===== config.mk =====
export PLATFORM = sky130hd
export DESIGN_NAME = median3_impulse_filter
export DESIGN_NICKNAME = d
export VERILOG_FILES = /design/src/rtl/m3if_pkg.sv /design/src/rtl/median3_impulse_filter.sv
export SDC_FILE = /design/constraint.sdc
export NUM_CORES = 1
export LEC_CHECK = 0
export BUFFER_PORTS_ARGS = -buffer_cell sky130_fd_sc_hd__buf_2
export CAP_MARGIN = 40
export CORE_UTILIZATION = 40
export CTS_CLUSTER_SIZE = 24
export DETAILED_ROUTE_END_ITERATION = 8
export PLACE_DENSITY = 0.64
export SLEW_MARGIN = 20
export SYNTH_ARGS = -nofsm -noshare
export SYNTH_HDL_FRONTEND = slang
export SYNTH_SLANG_ARGS = --single-unit
export TNS_END_PERCENT = 5

===== constraint.sdc =====
create_clock -name clock -period 34.3 [get_ports clock]
set_clock_uncertainty 0.2 [all_clocks]
set_input_delay 5.145 -clock clock [delete_from_list [all_inputs] [get_ports clock]]
set_output_delay 5.145 -clock clock [all_outputs]
set_load 0.03 [all_outputs]

===== src/rtl/m3if_pkg.sv =====
`timescale 1ns / 1ps
// ----------------------------------------------------------------------------
// m3if_pkg: shared types and constants of the three-tap impulse filter
// Sample and threshold widths, ring geometry, fill levels and the record
// carried from the input register to the result stage.
// ----------------------------------------------------------------------------
package m3if_pkg;

   localparam int SampleWidth = 32;
   localparam int ThreshWidth = 31;
   localparam int RingDepth   = 3;
   localparam int SlotWidth   = 2;

   typedef logic signed [SampleWidth-1:0] sample_type;
   typedef logic        [ThreshWidth-1:0] thresh_type;
   typedef logic        [SlotWidth-1:0]   slot_type;
   typedef logic        [1:0]             fill_type;

   // Ring slots and fill levels.
   localparam slot_type SLOT_FIRST = 2'd0;
   localparam slot_type SLOT_LAST  = slot_type'(RingDepth - 1);
   localparam fill_type FILL_EMPTY = 2'd0;
   localparam fill_type FILL_ONE   = 2'd1;
   localparam fill_type FILL_TWO   = 2'd2;
   localparam fill_type FILL_FULL  = fill_type'(RingDepth);

   // Snapshot of one sample and the ring contents after it was written.
   typedef struct packed {
      sample_type              sample;
      sample_type [RingDepth-1:0] ring;
      fill_type                fill;
   } stage_type;

endpackage


===== src/rtl/median3_impulse_filter.sv =====
`timescale 1ns / 1ps
// ----------------------------------------------------------------------------
// median3_impulse_filter: switching median filter for salt-and-pepper noise
//
// Usage: samples arrive on the req_ channel (req_valid, req_stall,
// req_sample) and one filtered sample per input leaves on the rsp_ channel
// (rsp_valid, rsp_stall, rsp_filtered). A transfer happens on a rising edge
// with valid high and stall low. The threshold is written through csr_valid,
// csr_ready and csr_data while the filter is idle; csr_ready is always high.
// A sample passes through one input register holding the sample and a
// snapshot of the ring, then the result register. Throughput is one sample
// per cycle; the limit is the single result register, which reloads every
// cycle while rsp_stall is low. While the receiver stalls, the result holds
// steady, one more sample can be taken into the input register, and
// req_stall rises after that. Synchronous reset empties both stages,
// clears the fill count and write slot, and sets the threshold to zero.
// ----------------------------------------------------------------------------
module median3_impulse_filter (
   input  logic                   clock,
   input  logic                   reset,
   input  logic                   req_valid,
   output logic                   req_stall,
   input  m3if_pkg::sample_type   req_sample,
   output logic                   rsp_valid,
   input  logic                   rsp_stall,
   output m3if_pkg::sample_type   rsp_filtered,
   input  logic                   csr_valid,
   output logic                   csr_ready,
   input  m3if_pkg::thresh_type   csr_data
);

   m3if_pkg::thresh_type                          thresh_ff;
   m3if_pkg::slot_type                            slot_ff, slot_in;
   m3if_pkg::fill_type                            fill_ff, fill_in;
   m3if_pkg::sample_type [m3if_pkg::RingDepth-1:0] ring_ff, ring_in;
   m3if_pkg::stage_type                           stage_ff, stage_in;
   logic                                          stage_valid_ff;
   logic                                          rsp_valid_ff;
   m3if_pkg::sample_type                          rsp_filtered_ff, rsp_filtered_in;
   logic                                          req_take;
   logic                                          rsp_load;

   logic signed [m3if_pkg::SampleWidth:0]   pair_sum;
   logic signed [m3if_pkg::SampleWidth:0]   pair_half;
   m3if_pkg::sample_type                    lo_val, hi_val, mid_val, ref_val;
   logic signed [m3if_pkg::SampleWidth:0]   dev;
   logic        [m3if_pkg::SampleWidth:0]   dev_abs;

   // Handshake: the result register reloads when empty or when its transfer
   // completes; the input register moves on whenever the result reloads.
   assign rsp_load  = !rsp_valid_ff || !rsp_stall;
   assign req_stall = stage_valid_ff && !rsp_load;
   assign req_take  = req_valid && !req_stall;
   assign csr_ready = 1'b1;

   // Threshold register.
   always_ff @(posedge clock) begin
      if (reset) begin
         thresh_ff <= '0;
      end else if (csr_valid && csr_ready) begin
         thresh_ff <= csr_data;
      end
   end

   // Ring write, slot advance and saturating fill count.
   always_comb begin
      ring_in = ring_ff;
      slot_in = slot_ff;
      fill_in = fill_ff;
      if (req_take) begin
         for (int i = 0; i < m3if_pkg::RingDepth; i++) begin
            if (slot_ff == m3if_pkg::slot_type'(i)) begin
               ring_in[i] = req_sample;
            end
         end
         if (slot_ff >= m3if_pkg::SLOT_LAST) begin
            slot_in = m3if_pkg::SLOT_FIRST;
         end else begin
            slot_in = slot_ff + 2'd1;
         end
         if (fill_ff != m3if_pkg::FILL_FULL) begin
            fill_in = fill_ff + 2'd1;
         end
      end
   end

   always_ff @(posedge clock) begin
      if (reset) begin
         slot_ff <= m3if_pkg::SLOT_FIRST;
         fill_ff <= m3if_pkg::FILL_EMPTY;
      end else begin
         slot_ff <= slot_in;
         fill_ff <= fill_in;
      end
   end

   always_ff @(posedge clock) begin
      ring_ff <= ring_in;
   end

   // Input register: the new sample with the ring as it stands after it.
   assign stage_in.sample = req_sample;
   assign stage_in.ring   = ring_in;
   assign stage_in.fill   = fill_in;

   always_ff @(posedge clock) begin
      if (reset) begin
         stage_valid_ff <= 1'b0;
      end else if (req_take) begin
         stage_valid_ff <= 1'b1;
      end else if (rsp_load) begin
         stage_valid_ff <= 1'b0;
      end
   end

   always_ff @(posedge clock) begin
      if (req_take) begin
         stage_ff <= stage_in;
      end
   end

   // Mean of the first two samples, truncated toward zero.
   always_comb begin
      pair_sum  = {stage_ff.ring[0][m3if_pkg::SampleWidth-1], stage_ff.ring[0]}
                + {stage_ff.ring[1][m3if_pkg::SampleWidth-1], stage_ff.ring[1]};
      pair_half = (pair_sum >>> 1)
                + $signed({{m3if_pkg::SampleWidth{1'b0}},
                           pair_sum[m3if_pkg::SampleWidth] & pair_sum[0]});
   end

   // Median of three: clamp the third entry between the other two.
   always_comb begin
      if (stage_ff.ring[0] < stage_ff.ring[1]) begin
         lo_val = stage_ff.ring[0];
         hi_val = stage_ff.ring[1];
      end else begin
         lo_val = stage_ff.ring[1];
         hi_val = stage_ff.ring[0];
      end
      if (stage_ff.ring[2] <= lo_val) begin
         mid_val = lo_val;
      end else if (stage_ff.ring[2] >= hi_val) begin
         mid_val = hi_val;
      end else begin
         mid_val = stage_ff.ring[2];
      end
   end

   // Reference selection by fill level.
   always_comb begin
      case (stage_ff.fill)
         m3if_pkg::FILL_ONE: ref_val = stage_ff.ring[0];
         m3if_pkg::FILL_TWO: ref_val = pair_half[m3if_pkg::SampleWidth-1:0];
         default:            ref_val = mid_val;
      endcase
   end

   // Absolute deviation, formed one bit wider so it cannot overflow.
   always_comb begin
      dev = {stage_ff.sample[m3if_pkg::SampleWidth-1], stage_ff.sample}
          - {ref_val[m3if_pkg::SampleWidth-1], ref_val};
      if (dev[m3if_pkg::SampleWidth]) begin
         dev_abs = $unsigned(-dev);
      end else begin
         dev_abs = $unsigned(dev);
      end
      if (dev_abs > {{(m3if_pkg::SampleWidth + 1 - m3if_pkg::ThreshWidth){1'b0}},
                     thresh_ff}) begin
         rsp_filtered_in = ref_val;
      end else begin
         rsp_filtered_in = stage_ff.sample;
      end
   end

   // Result register.
   always_ff @(posedge clock) begin
      if (reset) begin
         rsp_valid_ff <= 1'b0;
      end else if (rsp_load) begin
         rsp_valid_ff <= stage_valid_ff;
      end
   end

   always_ff @(posedge clock) begin
      if (rsp_load && stage_valid_ff) begin
         rsp_filtered_ff <= rsp_filtered_in;
      end
   end

   assign rsp_valid    = rsp_valid_ff;
   assign rsp_filtered = rsp_filtered_ff;

endmodule


== Word-level counts from Yosys, hierarchy flattened ==
Cells that the tools add are included.

* RAM bits: 0
* Memories kept: 0
* ROM bits: 0
* Bits in latches: 0
* Input port bits: 68
* Flip-flop bits (word level): 295

* Multiply operators: 0
* Shift operators: 0
* $add $sub $neg: 6
* Bitwise operators: 1
* Divide/modulo/power cells: 0
* Reduce and logical (&&, ||, !) cells: 10
* Order comparisons: 5
* Muxes and demuxes: 16
* Equality and inequality tests: 5

{| class="wikitable"
|+ Operators by type and width
! kind !! count
|-
| two-way mux 32 bit || 8
|-
| two-way mux 96 bit || 1
|-
| case mux 32 bit (2 select lines) || 1
|-
| adder 32 x 32 -> 33 bit || 1
|-
| > comparator 33 x 31 -> 1 bit || 1
|-
| two-way mux 33 bit || 1
|-
| negator 33 bit || 1
|-
| subtractor 32 x 32 -> 33 bit || 1
|-
| adder 32 x 2 -> 32 bit || 1
|-
| >= comparator 32 bit || 1
|-
| <= comparator 32 bit || 1
|-
| less-than comparator 32 bit || 1
|-
| two-way mux 2 bit || 3
|-
| adder 2 x 1 -> 2 bit (second input constant) || 2
|-
| == test 2 x 1 -> 1 bit (second input constant) || 2
|-
| == test 2 bit (second input constant) || 2
|-
| zero test 1 bit || 4
|-
| logical AND 1 bit || 3
|-
| >= comparator 2 bit (second input constant) || 1
|-
| zero test 2 bit || 1
|-
| two-way mux 1 bit || 2
|-
| != test 2 bit (second input constant) || 1
|-
| nonzero test 2 bit || 1
|-
| AND 1 bit || 1
|-
| logical OR 1 bit || 1
|}

== Depth between registers and ports, before layout ==
* Word-level depth: 11
* Mapped depth: 51
* Mapped depth without buffers: 43

== Least setup slack after synthesis ==
No wires, ideal clock.

* Path kind: register to register
* Start point: register stage_ff[19] (netlist name)
* End point: register rsp_filtered_ff[0] (netlist: rsp_filtered[0]), data pin
* Cell stages (with the launch flop): 48
* Buffers on the path: 8
* Setup slack: 22.873 ns
* Arrival time: 10.966 ns
* Period minus slack after synthesis: 11.427 ns
* Setup time: 0.260 ns
* Required time: 33.840 ns
* Path through: edfxtp_1 ha_1 clkbuf_1 a21o_1 a221o_1 a211oi_1 nand3_1 o21ai_1 clkbuf_1 clkbuf_1 buf_1 mux2i_1 ha_1 nand4_1 nor4_1 a21o_1 a41oi_1 mux2i_1 [... 12 more ...] xor2_1 a21o_1 or2_2 or4_1 nor3_1 a21oi_1 xnor2_1 ha_1 a21o_1 a21o_1 a21oi_1 o21ai_0 a21oi_1 a21oi_1 a311oi_2 nand2_2 buf_8 mux2_4

* Word-level cells in the longest chain between the ends: 11

{| class="wikitable"
|+ Ends and longest elaborated chain
! item !! RTL line !! RTL
|-
| start: declaration || median3_impulse_filter.sv:36 || <nowiki>m3if_pkg::stage_type stage_ff, stage_in;</nowiki>
|-
| start signal: assignment || median3_impulse_filter.sv:118 || <nowiki>stage_ff <= stage_in;</nowiki>
|-
| less-than comparator 32 bit || median3_impulse_filter.sv:133 || <nowiki>if (stage_ff.ring[0] < stage_ff.ring[1]) begin</nowiki>
|-
| two-way mux 32 bit || median3_impulse_filter.sv:133 ||
|-
| >= comparator 32 bit || median3_impulse_filter.sv:142 || <nowiki>end else if (stage_ff.ring[2] >= hi_val) begin</nowiki>
|-
| two-way mux 32 bit || median3_impulse_filter.sv:142 ||
|-
| two-way mux 32 bit || median3_impulse_filter.sv:140 || <nowiki>if (stage_ff.ring[2] <= lo_val) begin</nowiki>
|-
| case mux 32 bit (2 select lines) (*) || median3_impulse_filter.sv:151 || <nowiki>case (stage_ff.fill)</nowiki>
|-
| subtractor 32 x 32 -> 33 bit || median3_impulse_filter.sv:161 || <nowiki>- {ref_val[m3if_pkg::SampleWidth-1], ref_val};</nowiki>
|-
| negator 33 bit || median3_impulse_filter.sv:163 || <nowiki>dev_abs = $unsigned(-dev);</nowiki>
|-
| two-way mux 33 bit || median3_impulse_filter.sv:162 || <nowiki>if (dev[m3if_pkg::SampleWidth]) begin</nowiki>
|-
| > comparator 33 x 31 -> 1 bit || median3_impulse_filter.sv:167 || <nowiki>if (dev_abs > {{(m3if_pkg::SampleWidth + 1 - m3if_pkg::ThreshWidth){1'b0}},</nowiki>
|-
| two-way mux 32 bit (*) || median3_impulse_filter.sv:167 ||
|-
| named net rsp_filtered_in[0] || median3_impulse_filter.sv:39 || <nowiki>m3if_pkg::sample_type rsp_filtered_ff, rsp_filtered_in;</nowiki>
|-
| end signal: assignment || median3_impulse_filter.sv:186 || <nowiki>rsp_filtered_ff <= rsp_filtered_in;</nowiki>
|-
| end: declaration || median3_impulse_filter.sv:39 ||
|}

Mark *: on every way through the listed nets, which the timed path passes. The rest lies on a longest branch.
A chain may end at the register's enable or synchronous reset.

== Final worst setup path ==
* Start point: register stage_ff[31] (netlist name)
* End point: register rsp_filtered_ff[0] (netlist: rsp_filtered[0]), data pin

The elaborated chain is that of the path after synthesis.

==> metrics.md <==
| Metric | Value |
|---|---|
| Multi-input gate area | `12000 um2` |
| Maximum clock path buffer count | `3` |
| # IOs | `103` |
| Area grow syn2layout | `12.0%` |
| Max-slew headroom | `40.3%` |
| Grt met2 use | `38.3%` |
| Setup Buffers After CTS | `0` |
| Synth Area in Simple Gates | `14.3%` |
| Crit path required time | `34.41 ns` |
| Number of CTS-inserted buffers | `34` |
| Worst slew pin tran | `0.889 ns` |
| Final RePlAce weighted congestion | `0.990` |
| Max Slew Vio Count | `0` |
| Initial antenna violation count | `0` |
| Yosys top cell area share | `23.7%` |
| RR Endpoint | `rsp_filtered[0]` |
| Setup crit start kind | `flop` |
| All-Layer GR Usage | `23.4%` |
| Cell Area, Placed | `21700 um2` |
| EDFF count, synth | `162` |
| Kind of critical path | `flop to flop` |
| PortBufs | `101` |
| Hold Crit Endpoint | `ring_ff[53]` |
| # H-tree levels | `2` |
| Row count | `82` |
| Synth Register Bits | `295` |
| GR Util met1 | `31.2%` |
| Final Hold Vio Count | `0` |
| CP arrival | `13.30 ns` |
| Met3 global-route usage | `4.28%` |
| Final Setup Violations | `0` |
| YS warnings | `0` |
| Drt pass-1 iters | `6` |
| Vias in the first global route | `16334` |
| Dominant synthesized flop cell | `edfxtp_1` |
| Utilization after layout | `45.6%` |
| Worst hold path class | `flop to flop` |
| Number of fill cells | `4759` |
| CTS Root Cell | `clkbuf_16` |
| Most used cell, CP | `a21oi_1` |
| Worst R2R Path Depth | `44` |
| Final HPWL DP | `48.4 mm` |
| Worst r2r src | `stage_ff[31]` |
| Vert. Die Dim | `228 um` |
| Global-route wire length before repair | `95.1 mm` |
| DRC | `0` |
| Leakage | `9.56 nW` |
| Fin crit period | `13.19 ns` |
| Synth Area in Compound Gates | `18.1%` |
| Layout Cells excl Fill | `2915` |
| Largest family of logic cells by synthesized area | `compound AO/OA/AOI/OAI gates` |
| Post-route ant nets | `0` |
| Synthesized instance count | `2137` |
| Worst R2R Setup Slack | `21.11 ns` |
| Final net count | `2483` |
| Slowest CP cell | `ha_1` |
| Placed Instances | `2849` |
| Hold WS | `0.268 ns` |
| Synth Area in Adders | `12.2%` |
| Unrepaired setup endpoints after global routing | `false` |
| Busiest grt layer | `met2` |
| Gr ovfl total | `0` |
| Slowest stage delay, CP | `0.64 ns` |
| Crit-path max FO | `20` |
| Ranking of synthesized cells by area | `edfxtp_1, dfxtp_1, ha_1` |
| Status | `finished, final reports clean` |
| Most common cell after layout, fill and taps aside | `ha_1` |
| Register area share after synthesis | `36.7%` |
| Starting density of the core | `40.7%` |
| Max VDD drop | `0.0652 mV` |
| Syn_nets | `2403` |
| Unique masters post-synth | `101` |
| Clk_lat worst skew | `0.56 ns` |
| Clock transition at path regs | `0.06 ns` |
| Routed length per instance | `21.4 um` |
| Syn avg cell area | `9.59 um2` |
| WHS Path Cells | `1` |
| Sequential cell area | `7530 um2` |
| Largest net degree at the start of global routing | `64` |
| Area leader, netlist | `edfxtp_1` |
| Async SR Flop Fraction | `0%` |
| Power Density | `98.9 nW/um2` |
| Max-cap violations | `0` |
| CTS tree | `built` |
| Die area | `52100 um2` |
| Worst min-delay path startpoint | `ring_ff[53]` |
| Initial DRC count | `1424` |
| CTS resizes | `0` |
| Routed wire length | `62.5 mm` |
| Final Cycle Share | `38.4%` |
| Fmax | `75.8 MHz` |
| Via-per-instance ratio | `5.84` |
| Ratio of cells with drive above 1 in the final layout | `14.7%` |
| CTS Sinks | `295` |
| CTS Hold Bufs | `0` |
| XOR/XNOR Fraction of Synth Area | `3.16%` |
| Setup_tns | `0 ns` |
| Setup crit end kind | `flop` |
| Most frequent cells in the layout | `ha_1, nor2_1, edfxtp_1` |
| Core Box Area | `50400 um2` |
| Design area | `22900 um2` |
| Mux contribution to synthesized area | `10.9%` |
| DR vias | `17021` |
| Mapped Area | `20500 um2` |
| Die width | `228 um` |
==> worst max-delay path: cells and delay by family, from the launching register on <==
family | cells | cell delay, ns
buf+inv | 3 | 0.87
mux | 2 | 0.65
fa+ha+maj | 5 | 1.79
flops | 1 | 0.57
simple gates | 10 | 3.17
xor+xnor | 1 | 0.16
compound gates | 23 | 5.46
==> cell type report <==
cell class,instances,area share [%]
flip-flops and latches,295,32.8
inverters,160,2.63
repair buffers,127,3.41
multi-input cells,1599,52.5
diodes,1,0.0109
clock inverters,16,0.796
clock buffers,45,4.21
well taps,672,3.66
==> cells by family (layout without fill, tap and decap cells) <==
family / count (synthesis) / after routing
flops: 295 / 295
compound gates: 543 / 543
xor+xnor: 74 / 74
simple gates: 573 / 573
fa+ha+maj: 198 / 198
other cells: 1 / 2
buf+inv: 243 / 348
mux: 210 / 210
==> power breakdown <==
group | leakage [nW] | switching, W | internal [W]
Combinational | 6.31 | 0.000836 | 0.000537
Sequential | 2.70 | 0.0000466 | 0.000482
Clock | 0.557 | 0.000151 | 0.000217
==> flip-flops by register name, summed over array words and instances (netlist names) <==
signal	flops
ring_ff	96
rsp_valid	1
slot_ff	2
stage_ff	130
stage_valid_ff	1
fill_ff	2
rsp_filtered	32
thresh_ff	31
==> stage by stage <==
| step | total power [W] | setup WS (ns) |
|---|---|---|
| 6_report | 0.00227 | 21.11 |
| 5_1_grt | 0.00243 | 20.29 |
| 4_1_cts | 0.00227 | 21.31 |
| 3_5_place_dp | 0.00189 | 21.37 |
| 3_3_place_gp | 0.00186 | 20.94 |
| 2_1_floorplan | 0.00154 | 22.87 |
==> layer usage <==
layer | part of all wire (%) | vias up
met2 | 45 | 586
met5 | 0 | -
met3 | 7.0 | 116
li1 | - | 8127
met1 | 44 | 8192
met4 | 3.2 | 0
==> synth_stat cells (24+ instances only) <==
master      n
nand2_1   101
nor3_1     37
a211oi_1   37
a21o_1     45
ha_1      196
xor2_1     24
xnor2_1    50
o211ai_1   27
mux2i_1   110
nor2_1    179
o21ai_0    88
dfxtp_1   133
mux2_2     99
inv_1     159
clkbuf_1   64
edfxtp_1  162
nand4_1    41
a21oi_1   147
nand3_1    38
==> worst max-delay path by stage <==
stage / to / start / slack [ns] / depth (start not counted)
floorplan: rsp_filtered[0] / stage_ff[19] / 22.87 / 47
global placement: rsp_filtered[0] / stage_ff[31] / 20.94 / 42
detailed placement: rsp_filtered[0] / stage_ff[31] / 21.37 / 44
CTS: rsp_filtered[0] / stage_ff[31] / 21.31 / 44
global route: rsp_filtered[0] / stage_ff[31] / 20.29 / 44
finish: rsp_filtered[0] / stage_ff[31] / 21.11 / 44
No activity file was read; power rests on OpenSTA's default activity.
